--- src/lfs_pkg.sv ---
// ----------------------------------------------------------------------------
// lfs_pkg: shared types and constants of the LED flash sequencer
// Event codes, field widths, request and result structs.
// ----------------------------------------------------------------------------
`timescale 1ns / 1ps
`default_nettype none

package lfs_pkg;

  localparam int TICK_BITS  = 16;
  localparam int COUNT_BITS = 8;

  localparam int KIND_W   = 3;
  localparam int LEVEL_W  = 8;
  localparam int LENGTH_W = 16;
  localparam int FLASH_W  = 8;

  typedef logic [TICK_BITS-1:0]  tick_t;
  typedef logic [COUNT_BITS-1:0] count_t;

  typedef enum logic [KIND_W-1:0] {
    KIND_TICK   = 3'd0,
    KIND_START  = 3'd1,
    KIND_CANCEL = 3'd2,
    KIND_SET    = 3'd3,
    KIND_OFF    = 3'd4
  } kind_t;

  typedef struct packed {
    logic [LEVEL_W-1:0] red;
    logic [LEVEL_W-1:0] green;
    logic [LEVEL_W-1:0] blue;
  } color_t;

  typedef struct packed {
    logic [KIND_W-1:0]   kind;
    color_t              color;
    logic [LENGTH_W-1:0] on_ticks;
    logic [LENGTH_W-1:0] off_ticks;
    logic [FLASH_W-1:0]  flash_count;
  } request_t;

  typedef struct packed {
    color_t color;
    logic   busy;
  } result_t;

endpackage

`default_nettype wire

--- src/lfs_core.sv ---
// ----------------------------------------------------------------------------
// lfs_core: flash sequencer state and event update
// Holds the sequencer state and applies one request per step; presents the
// post-update color and busy flag combinationally.
// ----------------------------------------------------------------------------
`timescale 1ns / 1ps
`default_nettype none

module lfs_core (
  input  wire logic              clk,
  input  wire logic              rst_n,
  input  wire logic              step,
  input  wire lfs_pkg::request_t req,
  output lfs_pkg::result_t       res_nxt
);

  logic              active_r, active_nxt;
  logic              lit_phase_r, lit_phase_nxt;
  lfs_pkg::tick_t    ticks_left_r, ticks_left_nxt;
  lfs_pkg::count_t   pulses_done_r, pulses_done_nxt;
  lfs_pkg::count_t   pulses_wanted_r, pulses_wanted_nxt;
  lfs_pkg::tick_t    on_length_r, on_length_nxt;
  lfs_pkg::tick_t    off_length_r, off_length_nxt;
  lfs_pkg::color_t   flash_color_r, flash_color_nxt;
  lfs_pkg::color_t   shown_color_r, shown_color_nxt;

  lfs_pkg::count_t   done_inc;
  logic              more_after_on;
  logic              more_now;

  assign done_inc      = lfs_pkg::count_t'(pulses_done_r + 1'b1);
  assign more_after_on = (pulses_wanted_r == '0) || (done_inc < pulses_wanted_r);
  assign more_now      = (pulses_wanted_r == '0) || (pulses_done_r < pulses_wanted_r);

  always_comb begin
    active_nxt        = active_r;
    lit_phase_nxt     = lit_phase_r;
    ticks_left_nxt    = ticks_left_r;
    pulses_done_nxt   = pulses_done_r;
    pulses_wanted_nxt = pulses_wanted_r;
    on_length_nxt     = on_length_r;
    off_length_nxt    = off_length_r;
    flash_color_nxt   = flash_color_r;
    shown_color_nxt   = shown_color_r;
    case (req.kind)
      lfs_pkg::KIND_TICK: begin
        if (active_r) begin
          if (ticks_left_r <= lfs_pkg::tick_t'(1)) begin
            if (lit_phase_r) begin
              // end of on pulse
              shown_color_nxt = '0;
              lit_phase_nxt   = 1'b0;
              pulses_done_nxt = done_inc;
              if (more_after_on) begin
                ticks_left_nxt = off_length_r;
              end else begin
                active_nxt        = 1'b0;
                pulses_done_nxt   = '0;
                pulses_wanted_nxt = '0;
                ticks_left_nxt    = '0;
              end
            end else begin
              // end of dark gap
              lit_phase_nxt = 1'b1;
              if (more_now) begin
                shown_color_nxt = flash_color_r;
                ticks_left_nxt  = on_length_r;
              end else begin
                active_nxt     = 1'b0;
                ticks_left_nxt = '0;
              end
            end
          end else begin
            ticks_left_nxt = ticks_left_r - 1'b1;
          end
        end
      end
      lfs_pkg::KIND_START: begin
        on_length_nxt     = lfs_pkg::tick_t'(req.on_ticks);
        off_length_nxt    = lfs_pkg::tick_t'(req.off_ticks);
        pulses_wanted_nxt = lfs_pkg::count_t'(req.flash_count);
        pulses_done_nxt   = '0;
        flash_color_nxt   = req.color;
        shown_color_nxt   = req.color;
        lit_phase_nxt     = 1'b1;
        ticks_left_nxt    = lfs_pkg::tick_t'(req.on_ticks);
        active_nxt        = (lfs_pkg::tick_t'(req.on_ticks) != '0);
      end
      lfs_pkg::KIND_CANCEL: begin
        active_nxt      = 1'b0;
        shown_color_nxt = '0;
      end
      lfs_pkg::KIND_SET: begin
        shown_color_nxt = req.color;
      end
      lfs_pkg::KIND_OFF: begin
        if (!active_r) begin
          shown_color_nxt = '0;
        end
      end
      default: begin
      end
    endcase
  end

  assign res_nxt.color = shown_color_nxt;
  assign res_nxt.busy  = active_nxt;

  always_ff @(posedge clk) begin
    if (!rst_n) begin
      active_r        <= 1'b0;
      lit_phase_r     <= 1'b0;
      ticks_left_r    <= '0;
      pulses_done_r   <= '0;
      pulses_wanted_r <= '0;
      on_length_r     <= '0;
      off_length_r    <= '0;
      flash_color_r   <= '0;
      shown_color_r   <= '0;
    end else if (step) begin
      active_r        <= active_nxt;
      lit_phase_r     <= lit_phase_nxt;
      ticks_left_r    <= ticks_left_nxt;
      pulses_done_r   <= pulses_done_nxt;
      pulses_wanted_r <= pulses_wanted_nxt;
      on_length_r     <= on_length_nxt;
      off_length_r    <= off_length_nxt;
      flash_color_r   <= flash_color_nxt;
      shown_color_r   <= shown_color_nxt;
    end
  end

  // a counted sequence never runs past its pulse count
  a_pulses_bounded: assert property (@(posedge clk) disable iff (!rst_n)
    (active_r && pulses_wanted_r != '0) |-> (pulses_done_r < pulses_wanted_r))
    else $error("pulse count exceeded while busy");

  // cancel always leaves the sequencer idle and dark
  a_cancel_idle: assert property (@(posedge clk) disable iff (!rst_n)
    (step && req.kind == lfs_pkg::KIND_CANCEL) |=> (!active_r && shown_color_r == '0))
    else $error("cancel did not stop the sequence");

  // ticks while idle leave the driven color alone
  a_idle_tick: assert property (@(posedge clk) disable iff (!rst_n)
    (step && req.kind == lfs_pkg::KIND_TICK && !active_r) |=> $stable(shown_color_r))
    else $error("idle tick changed the color");

  // a start with a nonzero on length begins lit and busy
  a_start_lit: assert property (@(posedge clk) disable iff (!rst_n)
    (step && req.kind == lfs_pkg::KIND_START && req.on_ticks != '0)
      |=> (active_r && lit_phase_r))
    else $error("start did not begin a lit pulse");

endmodule

`default_nettype wire

--- src/led_flash_sequencer.sv ---
// ----------------------------------------------------------------------------
// led_flash_sequencer: RGB indicator flash sequencer
// Takes one event request at a time and returns the driven color and busy
// flag after that event.
// ----------------------------------------------------------------------------
//  channel  | handshake            | payload
//  ---------+----------------------+-------------------------------------------
//  in_      | in_valid / in_ready  | kind, red/green/blue level, on/off ticks,
//           |                      | flash count
//  out_     | out_valid / out_ready| red/green/blue out, busy
//
//  one request per cycle sustained while out_ready is high; out_valid rises
//  once a request passes the input register, then the result register
//  the state update happens as a request moves into the result register
//  rst_n clears all sequencer state: idle, LED dark, no result pending
//  a held result stalls the input register; a new request is still taken in
//  the cycle the held result is taken
// ----------------------------------------------------------------------------
`timescale 1ns / 1ps
`default_nettype none

module led_flash_sequencer (
  input  wire logic        clk,
  input  wire logic        rst_n,
  input  wire logic        in_valid,
  output logic             in_ready,
  input  wire logic [2:0]  in_kind,
  input  wire logic [7:0]  in_red_level,
  input  wire logic [7:0]  in_green_level,
  input  wire logic [7:0]  in_blue_level,
  input  wire logic [15:0] in_on_ticks,
  input  wire logic [15:0] in_off_ticks,
  input  wire logic [7:0]  in_flash_count,
  output logic             out_valid,
  input  wire logic        out_ready,
  output logic [7:0]       out_red_out,
  output logic [7:0]       out_green_out,
  output logic [7:0]       out_blue_out,
  output logic             out_busy_res
);

  logic              req_vld_r;
  lfs_pkg::request_t req_r;
  logic              res_vld_r;
  lfs_pkg::result_t  res_r;
  lfs_pkg::result_t  res_nxt;
  logic              advance;

  assign advance  = req_vld_r && (!res_vld_r || out_ready);
  assign in_ready = !req_vld_r || advance;

  always_ff @(posedge clk) begin
    if (!rst_n) begin
      req_vld_r <= 1'b0;
    end else if (in_ready) begin
      req_vld_r <= in_valid;
    end
  end

  always_ff @(posedge clk) begin
    if (in_valid && in_ready) begin
      req_r.kind        <= in_kind;
      req_r.color.red   <= in_red_level;
      req_r.color.green <= in_green_level;
      req_r.color.blue  <= in_blue_level;
      req_r.on_ticks    <= in_on_ticks;
      req_r.off_ticks   <= in_off_ticks;
      req_r.flash_count <= in_flash_count;
    end
  end

  lfs_core u_core (
    .clk     (clk),
    .rst_n   (rst_n),
    .step    (advance),
    .req     (req_r),
    .res_nxt (res_nxt)
  );

  always_ff @(posedge clk) begin
    if (!rst_n) begin
      res_vld_r <= 1'b0;
    end else if (advance) begin
      res_vld_r <= 1'b1;
    end else if (out_ready) begin
      res_vld_r <= 1'b0;
    end
  end

  always_ff @(posedge clk) begin
    if (advance) begin
      res_r <= res_nxt;
    end
  end

  assign out_valid     = res_vld_r;
  assign out_red_out   = res_r.color.red;
  assign out_green_out = res_r.color.green;
  assign out_blue_out  = res_r.color.blue;
  assign out_busy_res  = res_r.busy;

endmodule

`default_nettype wire
--- config.mk ---
export PLATFORM = sky130hd
export DESIGN_NAME = led_flash_sequencer
export DESIGN_NICKNAME = d
export VERILOG_FILES = /design/src/lfs_pkg.sv /design/src/lfs_core.sv /design/src/led_flash_sequencer.sv
export SDC_FILE = /design/constraint.sdc
export NUM_CORES = 1
export LEC_CHECK = 0
export BUFFER_PORTS_ARGS = -buffer_cell sky130_fd_sc_hd__buf_2
export CORE_MARGIN = 3
export CORE_UTILIZATION = 58
export CTS_CLUSTER_DIAMETER = 150
export CTS_CLUSTER_SIZE = 25
export DETAILED_ROUTE_END_ITERATION = 6
export GPL_ROUTABILITY_DRIVEN = 1
export MAX_ROUTING_LAYER = met4
export PLACE_DENSITY = 0.79
export SLEW_MARGIN = 20
export SYNTH_ARGS = -nofsm -noshare
export SYNTH_HDL_FRONTEND = slang
export SYNTH_SLANG_ARGS = --single-unit
export TNS_END_PERCENT = 5
--- constraint.sdc ---
create_clock -name clk -period 5.2 [get_ports clk]
set_clock_uncertainty 0.15 [all_clocks]
set_input_delay 0.26 -clock clk [delete_from_list [all_inputs] [get_ports clk]]
set_output_delay 0.26 -clock clk [all_outputs]
set_load 0.02 [all_outputs]
==> After elaboration in Yosys (flattened, before gate mapping) <==
Index checks and enable logic that the tools add are counted.
{ "op_classes": {"add_sub_neg": 2, "n_lt_le_gt_ge": 3, "n_eq_ne": 8, "mux": 34, "reduce_logical": 19} }
{ "ops": {"columns": ["operator", "n"], "rows": [
  ["$mux 24", 5],
  ["$pmux 24 s4", 1],
  ["$mux 16", 5],
  ["$mux 8", 8],
  ["$pmux 16 s2", 1],
  ["$pmux 8 s2", 2],
  ["$le 16x1->1 const B", 1],
  ["$lt 8x8->1", 2],
  ["$reduce_bool 16->1", 1],
  ["$sub 16x1->16 const B", 1],
  ["$mux 1", 10],
  ["$add 8x1->8 const B", 1],
  ["$logic_not 8->1", 1],
  ["$eq 3x2->1 const B", 2],
  ["$ne 2x1->1 const B", 3],
  ["$reduce_and 6->1", 1],
  ["$reduce_and 5->1", 1],
  ["$logic_or 1x1->1", 4],
  ["$reduce_and 4->1", 1],
  ["$reduce_bool 2->1", 2],
  ["$eq 3x1->1 const B", 1],
  ["$eq 3x3->1 const B", 1],
  ["$logic_not 3->1", 1],
  ["$pmux 1 s3", 1],
  ["other kinds (7)", 9]
]} }
{ "totals": {"reg_bits": 208, "inputBits": 71, "out_inout_bits": 27} }

==> Logic depth before layout (Yosys ltp) <==
Gate-level depths: netlist (run 1).
{ "logic_depth": {"word_depth": 8, "ltp_mapped": 12, "ltp_nobuf": 11} }

==> By module <==
Synthesis (run 1) repeated with hierarchy kept, for this count alone.
{ "hier_totals": {"hier_cells": 937, "area_unflattened_um2": 9646.8} }
{ "modules_own_cells": {"columns": ["module", "instances", "cells_each", "area_per_inst_um2"], "rows": [
  ["lfs_core", 1, 836, 6780.3],
  ["led_flash_sequencer", 1, 101, 2866.5]
]} }

==> Worst setup path before layout (run 1) <==
No wires, ideal clock.
{ "synth_path": {"path_kind": "reg-to-reg", "startpoint": "register res_vld_r (netlist: out_valid)", "endpoint": "register req_r[0] (netlist name), enable pin", "setup_ns": 0.432, "t_arrival_ns": 2.343, "required_time_ns": 4.618, "path_slack_ns": 2.275, "stages_incl_launch_ff": 4, "period_less_slack_ns": 2.925, "cell_sequence": "dfxtp_1 -> nor2b_1 -> nand2_1 -> and2_1"} }
{ "synth_via": {"elab_chain_cells": 5} }
{ "synth_rtl": {"columns": ["element", "line", "rtl"], "rows": [
  ["start: declaration", "led_flash_sequencer.sv:44", "logic res_vld_r;"],
  ["start signal: assignment", "led_flash_sequencer.sv:82", "res_vld_r <= 1'b0;"],
  ["start signal: assignment", "led_flash_sequencer.sv:84", "res_vld_r <= 1'b1;"],
  ["start signal: assignment", "led_flash_sequencer.sv:86", "res_vld_r <= 1'b0;"],
  ["$logic_not 1->1", "led_flash_sequencer.sv:49", "assign advance = req_vld_r && (!res_vld_r || out_ready);"],
  ["$logic_or 1x1->1", "led_flash_sequencer.sv:49", null],
  ["$logic_and 1x1->1", "led_flash_sequencer.sv:49", null],
  ["$logic_or 1x1->1", "led_flash_sequencer.sv:50", "assign in_ready = !req_vld_r || advance;"],
  ["named net in_ready", "led_flash_sequencer.sv:26", "output logic in_ready,"],
  ["$logic_and 1x1->1", "led_flash_sequencer.sv:61", "if (in_valid && in_ready) begin"],
  ["end: declaration", "led_flash_sequencer.sv:43", "lfs_pkg::request_t req_r;"]
]} }
The timed path passes the listed nets, and every way through them passes these cells.
A chain may end at the register's enable or synchronous reset.

==> Worst setup path after layout (run 1) <==
{ "layout_path": {"startpoint": "register u_core.pulses_done_r[0]", "endpoint": "register u_core.pulses_done_r[3]"} }
{ "layout_via": {"elab_chain_cells": 8} }
{ "layout_rtl": {"columns": ["element", "line", "rtl"], "rows": [
  ["start: declaration", "lfs_core.sv:20", "lfs_pkg::count_t pulses_done_r, pulses_done_nxt;"],
  ["start signal: assignment", "lfs_core.sv:124", "pulses_done_r <= pulses_done_nxt;"],
  ["$add 8x1->8 *", "lfs_core.sv:31", "assign done_inc = lfs_pkg::count_t'(pulses_done_r + 1'b1);"],
  ["$lt 8x8->1", "lfs_core.sv:32", "assign more_after_on = (pulses_wanted_r == '0) || (done_inc < pulses_wanted_r);"],
  ["$logic_or 1x1->1", "lfs_core.sv:32", null],
  ["$mux 8 *", "lfs_core.sv:54", "if (more_after_on) begin"],
  ["$mux 8 *", "lfs_core.sv:49", "if (lit_phase_r) begin"],
  ["$mux 8 *", "lfs_core.sv:48", "if (ticks_left_r <= lfs_pkg::tick_t'(1)) begin"],
  ["$mux 8 *", "lfs_core.sv:47", "if (active_r) begin"],
  ["$pmux 8 s2 *", "lfs_core.sv:45", "case (req.kind)"]
]} }
Every way passes the cells marked *; elsewhere a longest branch is shown, timed or not. The select of a mux whose other input is x is not followed.

==> impl_results.md, run 1 <==
- Total of warnings raised by yosys: 0
- Synth cell count leaders: sky130_fd_sc_hd__nand2_1, sky130_fd_sc_hd__dfxtp_1, sky130_fd_sc_hd__a21oi_1, sky130_fd_sc_hd__edfxtp_1, sky130_fd_sc_hd__clkbuf_1
- Routability congestion estimate from global placement: 0.929
- DR WL/cell: 18.9 microns
- Hold-critical path endpoint: out_valid
- Pin count of the biggest net entering global routing: 50
- Per-cell via count in the routed design: 6.33
- Share of total power consumed by net switching: 0.257
- Number of buffers created by CTS: 12
- Total count of hold-check failures in the final report: 0
- DRC violations left: 0
- Total of flip-flops plus latches after synthesis: 208
- CTS H-Tree Depth: 1
- Fraction of power consumed by combinational cells: 0.118
- Setup slack on the worst flop-to-flop path: 1.59 ns
- Clock edge transition at the registers on the reported setup and hold paths: 0.10 ns
- Drt total wl: 24800 microns
- Worst path cell trace: ha_1, nand3_1, nor2_1, xor2_1, ha_1, a21o_1, a21o_1, o21ai_2, nand3_1, o31ai_1
- Internal cell power: 2.39 mW
- Post_cts resized: 0
- R2r startpoint: u_core.pulses_done_r[0]
- Slowest CP cell: sky130_fd_sc_hd__o21ai_2
- Largest stage delay on the critical path: 0.74 ns
- Adder-cell area share of the yosys netlist: 0.0225
- Initial DRC Count: 1014
- Count of cells along the worst register-to-register path: 10
- Initial Utilization: 0.593
- Die span in y: 134 microns
- Result of the run: complete, no violations
- TritonCTS clock tree: done
- Post-synth top flop: sky130_fd_sc_hd__dfxtp_1
- Arrival @ worst endpoint: 3.85 ns
- Number of antenna violations at the first check in global routing: 0
- Mux share of post-synthesis cell area: 0.00225
- Syn_nets: 1055
- Clk Tree Root Cell: sky130_fd_sc_hd__clkbuf_16
- Headroom to the max-slew limit: 0.245
- Clock net sink count: 208
- Clock share of power: 0.317
- Number of placement rows: 46
- Setup Fix Bufs, Post-CTS: 0
- Element type at the critical path start: flop
- Max cap viols: 0
- Compound-Gate Fraction of Synth Area: 0.237
- Total via count after detailed routing: 8297
- Number of diodes: 0
- Critical path required time: 5.43 ns
- Worst IR Drop VDD: 279 uV
- Total negative slack for setup checks: 0 ns
- Core region area: 15900 sq um
- Dominant combinational cell family by area after synthesis: compound AO/OA/AOI/OAI gates
- Number of cells produced by synthesis: 967
- I/O pin cnt: 98
- Largest fanout on the critical path: 22
- Total grt overflow: 0
- Worst min path class: in2reg
- Number of different library cells in the post-synthesis netlist: 63
- Number of nets in the layout: 1177
- Count of flip-flops with a built-in enable after synthesis: 92
- Port Buffer Count: 97
- Clock tree buffer depth: 3
- Share of Yosys cell area claimed by the top area cell type: 0.292
- Vias in the first global route: 8007
- Startpoint of the most critical hold path: out_ready
- Share of synthesized area occupied by flip-flops and latches: 0.538
- XOR/XNOR Fraction of Synth Area: 0.0120
- Final Cycle Share: 0.695
- Number of max-slew violations in the final report: 0
- Hold path depth: 3
- Average cell area after synthesis: 9.77 sq um
- Net switching power of the design: 0.825 mW
- Number of detailed-routing iterations run before antenna repair: 5
- Worst Setup End Kind: flop
- Remaining antenna violation count: 0
- Wire length of the first global-routing pass: 40500 microns
- Final design utilization: 0.696
- Type of the worst setup path: reg2reg
- Async SR Flop Fraction: 0
- HPWL after detailed placement: 14400 microns
- Cell type contributing the most total cell area after synthesis: sky130_fd_sc_hd__edfxtp_1
- Shortest clock period the worst path allows after layout: 3.61 ns
- Worst-margin pin slew: 1.13 ns
- Total global-route track usage: 0.282
- Total die area: 17900 sq um
- Area Overhead vs Synth: 17.3%
- Flop pwr share: 0.565
- Top post-synthesis cells by area: sky130_fd_sc_hd__edfxtp_1, sky130_fd_sc_hd__dfxtp_1, sky130_fd_sc_hd__nand2_1, sky130_fd_sc_hd__a21oi_1, sky130_fd_sc_hd__a211oi_1
- Maximum achievable frequency: 277 MHz
- Proportion of layout cells with a drive suffix above 1: 0.132
- Crit Reg-Reg Endpoint: u_core.pulses_done_r[3]
- PwrDens: 290 nW/um^2
- Share of synthesized cell area in and, or, nand and nor gates: 0.150
- Area of the mapped netlist: 9450 sq um
- Setup repair after global routing missed its margin: false
- Finish-stage setup viols: 0
- Total leakage power: 3.91 nW
- Most used standard cell by instance count after synthesis: sky130_fd_sc_hd__nand2_1
- Clk Latency, worst-skew pair: 0.48 ns
- Die outline width: 134 microns
==> worst max path at each step <==
stage                                    endpoint  depth (start not counted)                    start
after floorplan                          req_r[0]                          3                out_valid
after global placement    u_core.pulses_done_r[3]                         11  u_core.pulses_done_r[2]
after detailed placement  u_core.pulses_done_r[3]                         10  u_core.pulses_done_r[0]
after CTS                 u_core.pulses_done_r[3]                         10  u_core.pulses_done_r[0]
after global routing      u_core.pulses_done_r[4]                         10  u_core.pulses_done_r[0]
final                     u_core.pulses_done_r[3]                         10  u_core.pulses_done_r[0]
==> critical path: cells and delay by family, from the launching register on <==
family / cells / cell delay, ns
adder cells (fa/ha/maj): 2 / 0.52
XOR/XNOR: 1 / 0.24
AND/OR/NAND/NOR: 3 / 0.73
flip-flops: 1 / 0.44
AO/OA/AOI/OAI: 4 / 1.44
==> final cells by class <==
class	instances	area (sq um)
Clock buffer	19	348
Tap cell	216	270
Clock inverter	1	20.0
Inverter	16	60.1
Timing Repair Buffer	181	1290
Sequential cell	208	5080
Fill cell	1204	4850
Multi-Input combinational cell	670	4020
==> sequential cells by signal, summed over array words and instances (netlist names), 8 cells and up <==
| name | count |
|---|---|
| u_core.on_length_r | 16 |
| u_core.pulses_done_r | 8 |
| req_r | 67 |
| u_core.ticks_left_r | 16 |
| u_core.flash_color_r | 24 |
| out_red_out | 8 |
| out_green_out | 8 |
| u_core.off_length_r | 16 |
| u_core.shown_color_r | 24 |
| u_core.pulses_wanted_r | 8 |
| out_blue_out | 8 |
==> cells in the final DEF, fill, tap and decap left out, types with 2 or more instances in the layout <==
cell	Yosys	final
sky130_fd_sc_hd__dfxtp_1	116	116
sky130_fd_sc_hd__a32oi_1	5	5
sky130_fd_sc_hd__nand3_1	14	14
sky130_fd_sc_hd__nand2b_1	5	5
sky130_fd_sc_hd__nor2b_1	6	6
sky130_fd_sc_hd__dlygate4sd3_1	0	69
sky130_fd_sc_hd__o31ai_1	5	5
sky130_fd_sc_hd__a21oi_1	108	108
sky130_fd_sc_hd__xnor2_1	6	6
sky130_fd_sc_hd__or3_1	2	2
sky130_fd_sc_hd__inv_1	16	15
sky130_fd_sc_hd__and3_1	5	5
sky130_fd_sc_hd__nor3_1	9	9
sky130_fd_sc_hd__o21a_1	5	5
sky130_fd_sc_hd__buf_4	1	15
sky130_fd_sc_hd__nand4_1	14	14
sky130_fd_sc_hd__buf_2	8	97
sky130_fd_sc_hd__a21o_1	4	4
sky130_fd_sc_hd__a311oi_1	4	4
sky130_fd_sc_hd__nor2_1	26	24
sky130_fd_sc_hd__o211ai_1	27	27
sky130_fd_sc_hd__o311ai_0	6	6
sky130_fd_sc_hd__xor2_1	7	7
sky130_fd_sc_hd__and2_1	11	10
sky130_fd_sc_hd__clkbuf_16	0	13
sky130_fd_sc_hd__a21boi_0	2	2
sky130_fd_sc_hd__edfxtp_1	92	92
sky130_fd_sc_hd__nand2_1	161	161
sky130_fd_sc_hd__ha_1	17	17
sky130_fd_sc_hd__a211oi_1	47	47
sky130_fd_sc_hd__clkbuf_1	58	6
sky130_fd_sc_hd__a31oi_1	26	26
sky130_fd_sc_hd__nor4_1	33	33
sky130_fd_sc_hd__o21ai_0	46	45
sky130_fd_sc_hd__a32o_1	12	12
sky130_fd_sc_hd__a221oi_1	5	5
sky130_fd_sc_hd__a22oi_1	25	25
sky130_fd_sc_hd__nor3_2	2	2
==> layer usage <==
metal | vias to the layer above | routed length (microns) | GRT usage
met1 | 3879 | 10600 | 0.386
li1 | 3912 | - | -
met4 | 0 | 735 | 0.0960
met5 | - | 0 | -
met3 | 67 | 2000 | 0.0389
met2 | 439 | 11500 | 0.438
==> repair_timing <==
action                                 4_1_cts  5_1_grt
hold buffers                                69        0
endpoints found under the hold margin       68        0
setup endpoints to repair                    0        0
==> power by group through the flow <==
stage / clock network [mW] / logic [mW] / registers, mW
2_1_floorplan: 0 / 0.214 / 1.85
3_3_place_gp: 0 / 0.324 / 1.85
3_5_place_dp: 0 / 0.328 / 1.85
4_1_cts: 1.02 / 0.370 / 1.81
5_1_grt: 1.09 / 0.408 / 1.82
6_report: 1.02 / 0.379 / 1.81
==> through the flow <==
step	power [mW]	area, sq um	cells	worst slack [ns]	hold WS, ns
floorplan	2.06	9450	967	2.28	0.209
global placement	2.17	10000	1222	1.75	0.286
detailed placement	2.18	10000	1222	1.65	0.288
CTS	3.21	11100	1311	1.61	0.0240
global route	3.32	11100	1311	1.37	0.0168
finish	3.21	11100	1311	1.59	0.0451
==> kinds of logic after synthesis <==
group	count (synthesis)
xor+xnor	13
fa+ha+maj	17
buf+inv	89
simple gates	296
flops	208
mux	2
compound gates	342
No activity file was read; power rests on OpenSTA's default activity.
==> run 2, diff against run 1 <==
--- a/config.mk
+++ b/config.mk
@@ -5,15 +5,16 @@
 export SDC_FILE = /design/constraint.sdc
 export NUM_CORES = 1
 export LEC_CHECK = 0
+export ABC_AREA = 1
 export BUFFER_PORTS_ARGS = -buffer_cell sky130_fd_sc_hd__buf_2
 export CORE_MARGIN = 3
-export CORE_UTILIZATION = 58
+export CORE_UTILIZATION = 53
 export CTS_CLUSTER_DIAMETER = 150
 export CTS_CLUSTER_SIZE = 25
 export DETAILED_ROUTE_END_ITERATION = 6
 export GPL_ROUTABILITY_DRIVEN = 1
 export MAX_ROUTING_LAYER = met4
-export PLACE_DENSITY = 0.79
+export PLACE_DENSITY = 0.76
 export SLEW_MARGIN = 20
 export SYNTH_ARGS = -nofsm -noshare
 export SYNTH_HDL_FRONTEND = slang
==> constraint.sdc (replaced) <==
create_clock -name clk -period 3.05 [get_ports clk]
set_clock_uncertainty 0.15 [all_clocks]
set_input_delay 0.1525 -clock clk [delete_from_list [all_inputs] [get_ports clk]]
set_output_delay 0.1525 -clock clk [all_outputs]
set_load 0.02 [all_outputs]
==> impl_results.md, run 2 <==
- Net switching power of the design: 1.47 mW (+78%)
- Clock net sink count: 208 (unchanged)
- GR met1 Demand/Resource: 0.340 (-0.0466)
- Wire length of the first global-routing pass: 40900 microns (+0.89%)
- Shortest clock period the worst path allows after layout: 2.70 ns (-0.912 ns)
- Die outline width: 142 microns (+6.0%)
- Register with the most flip-flops: req_r
- Setup repair after global routing missed its margin: false
- Total count of hold-check failures in the final report: 0 (unchanged)
- Met3 capacity usage during global routing: 0.0384 (-0.000475)
- Final instance count without filler cells: 1553 (+18%)
- Worst IR Drop VDD: 599 uV (+110%)
- Overall power consumption: 5.62 mW (+75%)
- Per-cell via count in the routed design: 5.48 (-13%)
- Syn_nets: 1271 (+20%)
- Routability congestion estimate from global placement: 0.897 (-3.5%)
- Share of Yosys cell area claimed by the top area cell type: 0.283 (-0.00911)
- Number of detailed-routing iterations run before antenna repair: 5 (unchanged)
- Area of the mapped netlist: 9750 sq um (+3.2%)
- Number of placement rows: 48 (+4.3%)
- Clock share of power: 0.308 (-0.009)
- Total of flip-flops plus latches after synthesis: 208 (unchanged)
- Top post-synthesis cells by area: sky130_fd_sc_hd__edfxtp_1, sky130_fd_sc_hd__dfxtp_1, sky130_fd_sc_hd__nand2_1, sky130_fd_sc_hd__nand3_1, sky130_fd_sc_hd__a21oi_1
- Clk Latency, worst-skew pair: 0.48 ns (about the same)
- Number of nets in the layout: 1410 (+20%)
- Final design utilization: 0.654 (-0.0419)
- Area Overhead vs Synth: 18.3%
- Max cap viols: 0 (unchanged)
- Average cell area after synthesis: 8.25 sq um (-16%)
- Cell total after placement: 1464 (+20%)
- Fraction of power consumed by combinational cells: 0.138 (+0.020)
- Cell area reported after detailed placement: 10500 sq um (+4.4%)
- TritonCTS clock tree: done
- I/O pin cnt: 98 (unchanged)
- Number of antenna violations at the first check in global routing: 0 (unchanged)
- Element type at the critical path start: flop
- Total of warnings raised by yosys: 0 (unchanged)
- Core region area: 17700 sq um (+11%)
- Critical path required time: 3.32 ns (-2.11 ns)
- Finish-stage setup viols: 0 (unchanged)
- Setup Fix Bufs, Post-CTS: 0 (unchanged)
- Filler cell count in the final layout: 1450 (+20%)
- DR WL/cell: 15.9 microns (-16%)
- Total grt overflow: 0 (unchanged)
- Internal cell power: 4.15 mW (+74%)
- Commonest non-fill, non-tap cell in the layout: sky130_fd_sc_hd__nand2_1
- Clock edge transition at the registers on the reported setup and hold paths: 0.10 ns (about the same)
- Number of flip-flops under the largest register name: 67 (unchanged)
- Vias in the first global route: 8280 (+3.4%)
- Share of total power consumed by net switching: 0.261 (+0.00429)
- Worst-margin pin slew: 1.02 ns (-0.109 ns)
- Number of cells produced by synthesis: 1183 (+22%)
- DRC violations left: 0 (unchanged)
- Drt total wl: 24600 microns (-0.69%)
- Met2 Resource Use GR: 0.411 (-0.0273)
- Total leakage power: 5.03 nW (+29%)
- Clock tree buffer depth: 3 (unchanged)
- Headroom to the max-slew limit: 0.313 (+0.0679)
- Post-synth top flop: sky130_fd_sc_hd__dfxtp_1
- Setup slack after layout: 0.348 ns (-1.24 ns)
- Final Cycle Share: 0.886 (+0.191)
- Pin count of the biggest net entering global routing: 65 (+30%)
- CTS H-Tree Depth: 1 (unchanged)
- Maximum achievable frequency: 370 MHz (+34%)
- Registers with the most flip-flops: req_r (67), u_core.flash_color_r (24), u_core.shown_color_r (24)
- Async SR Flop Fraction: 0 (unchanged)
- Port Buffer Count: 97 (unchanged)
- Most used standard cell by instance count after synthesis: sky130_fd_sc_hd__nand2_1
- Initial DRC Count: 815 (-20%)
- Worst min path class: in2reg
- Count of flip-flops with a built-in enable after synthesis: 92 (unchanged)
- Initial Utilization: 0.552 (-0.0403)
- Number of diodes: 0 (unchanged)
- Die span in y: 142 microns (+6.0%)
- Flop pwr share: 0.554 (-0.011)
- Number of different library cells in the post-synthesis netlist: 36 (-43%)
- Arrival @ worst endpoint: 2.97 ns (-0.88 ns)
- Total die area: 20100 sq um (+12%)
- Largest fanout on the critical path: 17 (-23%)
- Most congested layer reported by global routing: met2
- Pre-CTS setup slack: 0.202 ns (-1.44 ns)
- Remaining antenna violation count: 0 (unchanged)
- Synth cell count leaders: sky130_fd_sc_hd__nand2_1, sky130_fd_sc_hd__inv_1, sky130_fd_sc_hd__nand3_1, sky130_fd_sc_hd__a21oi_1, sky130_fd_sc_hd__nor2_1
- Final instance area: 11500 sq um (+4.1%)
- Result of the run: complete, no violations
- Number of buffers created by CTS: 12 (unchanged)
- Share of synthesized area occupied by flip-flops and latches: 0.521 (-0.0168)
- Smallest hold slack: 0.154 ns (+0.109 ns)
- Number of max-slew violations in the final report: 0 (unchanged)
- Clk Tree Root Cell: sky130_fd_sc_hd__clkbuf_16
- Total negative slack for setup checks: 0 ns (unchanged)
- Total via count after detailed routing: 8517 (+2.7%)
- Cell type contributing the most total cell area after synthesis: sky130_fd_sc_hd__edfxtp_1
- PwrDens: 487 nW/um^2 (+68%)
- Leading cell types in the layout, fill and taps excluded: sky130_fd_sc_hd__nand2_1, sky130_fd_sc_hd__inv_1, sky130_fd_sc_hd__nand3_1
- Type of the worst setup path: reg2reg
- Total global-route track usage: 0.254 (-0.0280)
- HPWL after detailed placement: 14600 microns (+2.0%)
- Worst Setup End Kind: flop
- Proportion of layout cells with a drive suffix above 1: 0.129 (-0.00274)
[run 2: cell count changes after synthesis, moves of 27 or more]
cell / change
sky130_fd_sc_hd__nor2_1: +93
sky130_fd_sc_hd__inv_1: +128
sky130_fd_sc_hd__nand2_1: +51
sky130_fd_sc_hd__a211oi_1: -43
sky130_fd_sc_hd__nand3_1: +109
sky130_fd_sc_hd__nor4_1: -27
[run 2: logic make-up after synthesis]
kind of cell             count (synthesis)  synth area share
AO/OA/AOI/OAI                          215             0.126
XOR/XNOR                                13            0.0117
adder cells (fa/ha/maj)                 17            0.0218
buffers and inverters                  215            0.0839
flip-flops                             208             0.521
AND/OR/NAND/NOR                        515             0.235
[run 2: cell type report]
| class | count | area, sq um | area share |
|---|---|---|---|
| clock buffers | 19 | 348 | 0.0301 |
| clock inverters | 1 | 20.0 | 0.00173 |
| inverters | 152 | 571 | 0.0494 |
| multi-input cells | 760 | 3870 | 0.335 |
| flip-flops and latches | 208 | 5090 | 0.441 |
| well taps | 225 | 282 | 0.0244 |
| repair buffers | 188 | 1370 | 0.118 |
[run 2: path summary, 6_finish.rpt]
kind	from	to	slack [ns]	cells after the start
worst max-delay path	u_core.pulses_done_r[2]	u_core.ticks_left_r[14]	0.35	18
worst min-delay path	rst_n	u_core.flash_color_r[0]	0.15	4
worst max register to register	u_core.pulses_done_r[2]	u_core.ticks_left_r[14]	0.35	18
worst min register to register	u_core.flash_color_r[6]	u_core.flash_color_r[6]	0.31	2
[run 2: layer usage]
layer | routed length (microns) | up-vias
met4 | 535 | 0
met3 | 1560 | 44
met5 | 0 | -
met1 | 10900 | 3927
met2 | 11700 | 313
li1 | - | 4233
[run 2: power groups by stage]
stage	combinational, mW	clock [mW]	sequential, mW
after CTS	0.768	1.76	3.11
after floorplan	0.463	0	3.18
after global routing	0.871	1.87	3.13
after detailed placement	0.697	0	3.17
final	0.776	1.73	3.11
after global placement	0.681	0	3.17
[run 2: worst max-delay path, cell delays in order (launching register included)]
cell	delay [ns]
sky130_fd_sc_hd__dfxtp_2	0.38
sky130_fd_sc_hd__nand3_1	0.12
sky130_fd_sc_hd__inv_1	0.07
sky130_fd_sc_hd__nand3_1	0.09
sky130_fd_sc_hd__nand3b_1	0.19
sky130_fd_sc_hd__xor2_1	0.18
sky130_fd_sc_hd__inv_1	0.06
sky130_fd_sc_hd__ha_1	0.28
sky130_fd_sc_hd__a21oi_1	0.15
sky130_fd_sc_hd__o21a_1	0.13
sky130_fd_sc_hd__nand2_1	0.09
sky130_fd_sc_hd__nand2_4	0.12
sky130_fd_sc_hd__buf_12	0.16
sky130_fd_sc_hd__nand3_1	0.08
sky130_fd_sc_hd__nand2_1	0.10
sky130_fd_sc_hd__nand2_1	0.05
sky130_fd_sc_hd__nand2_1	0.07
sky130_fd_sc_hd__nand2_1	0.05
sky130_fd_sc_hd__a21oi_1	0.11
[run 2: repair_timing]
item,in CTS,in global routing
hold endpoints to repair,69,0
endpoints found under the setup margin,0,24
resized for setup,0,5
hold buffers,69,0
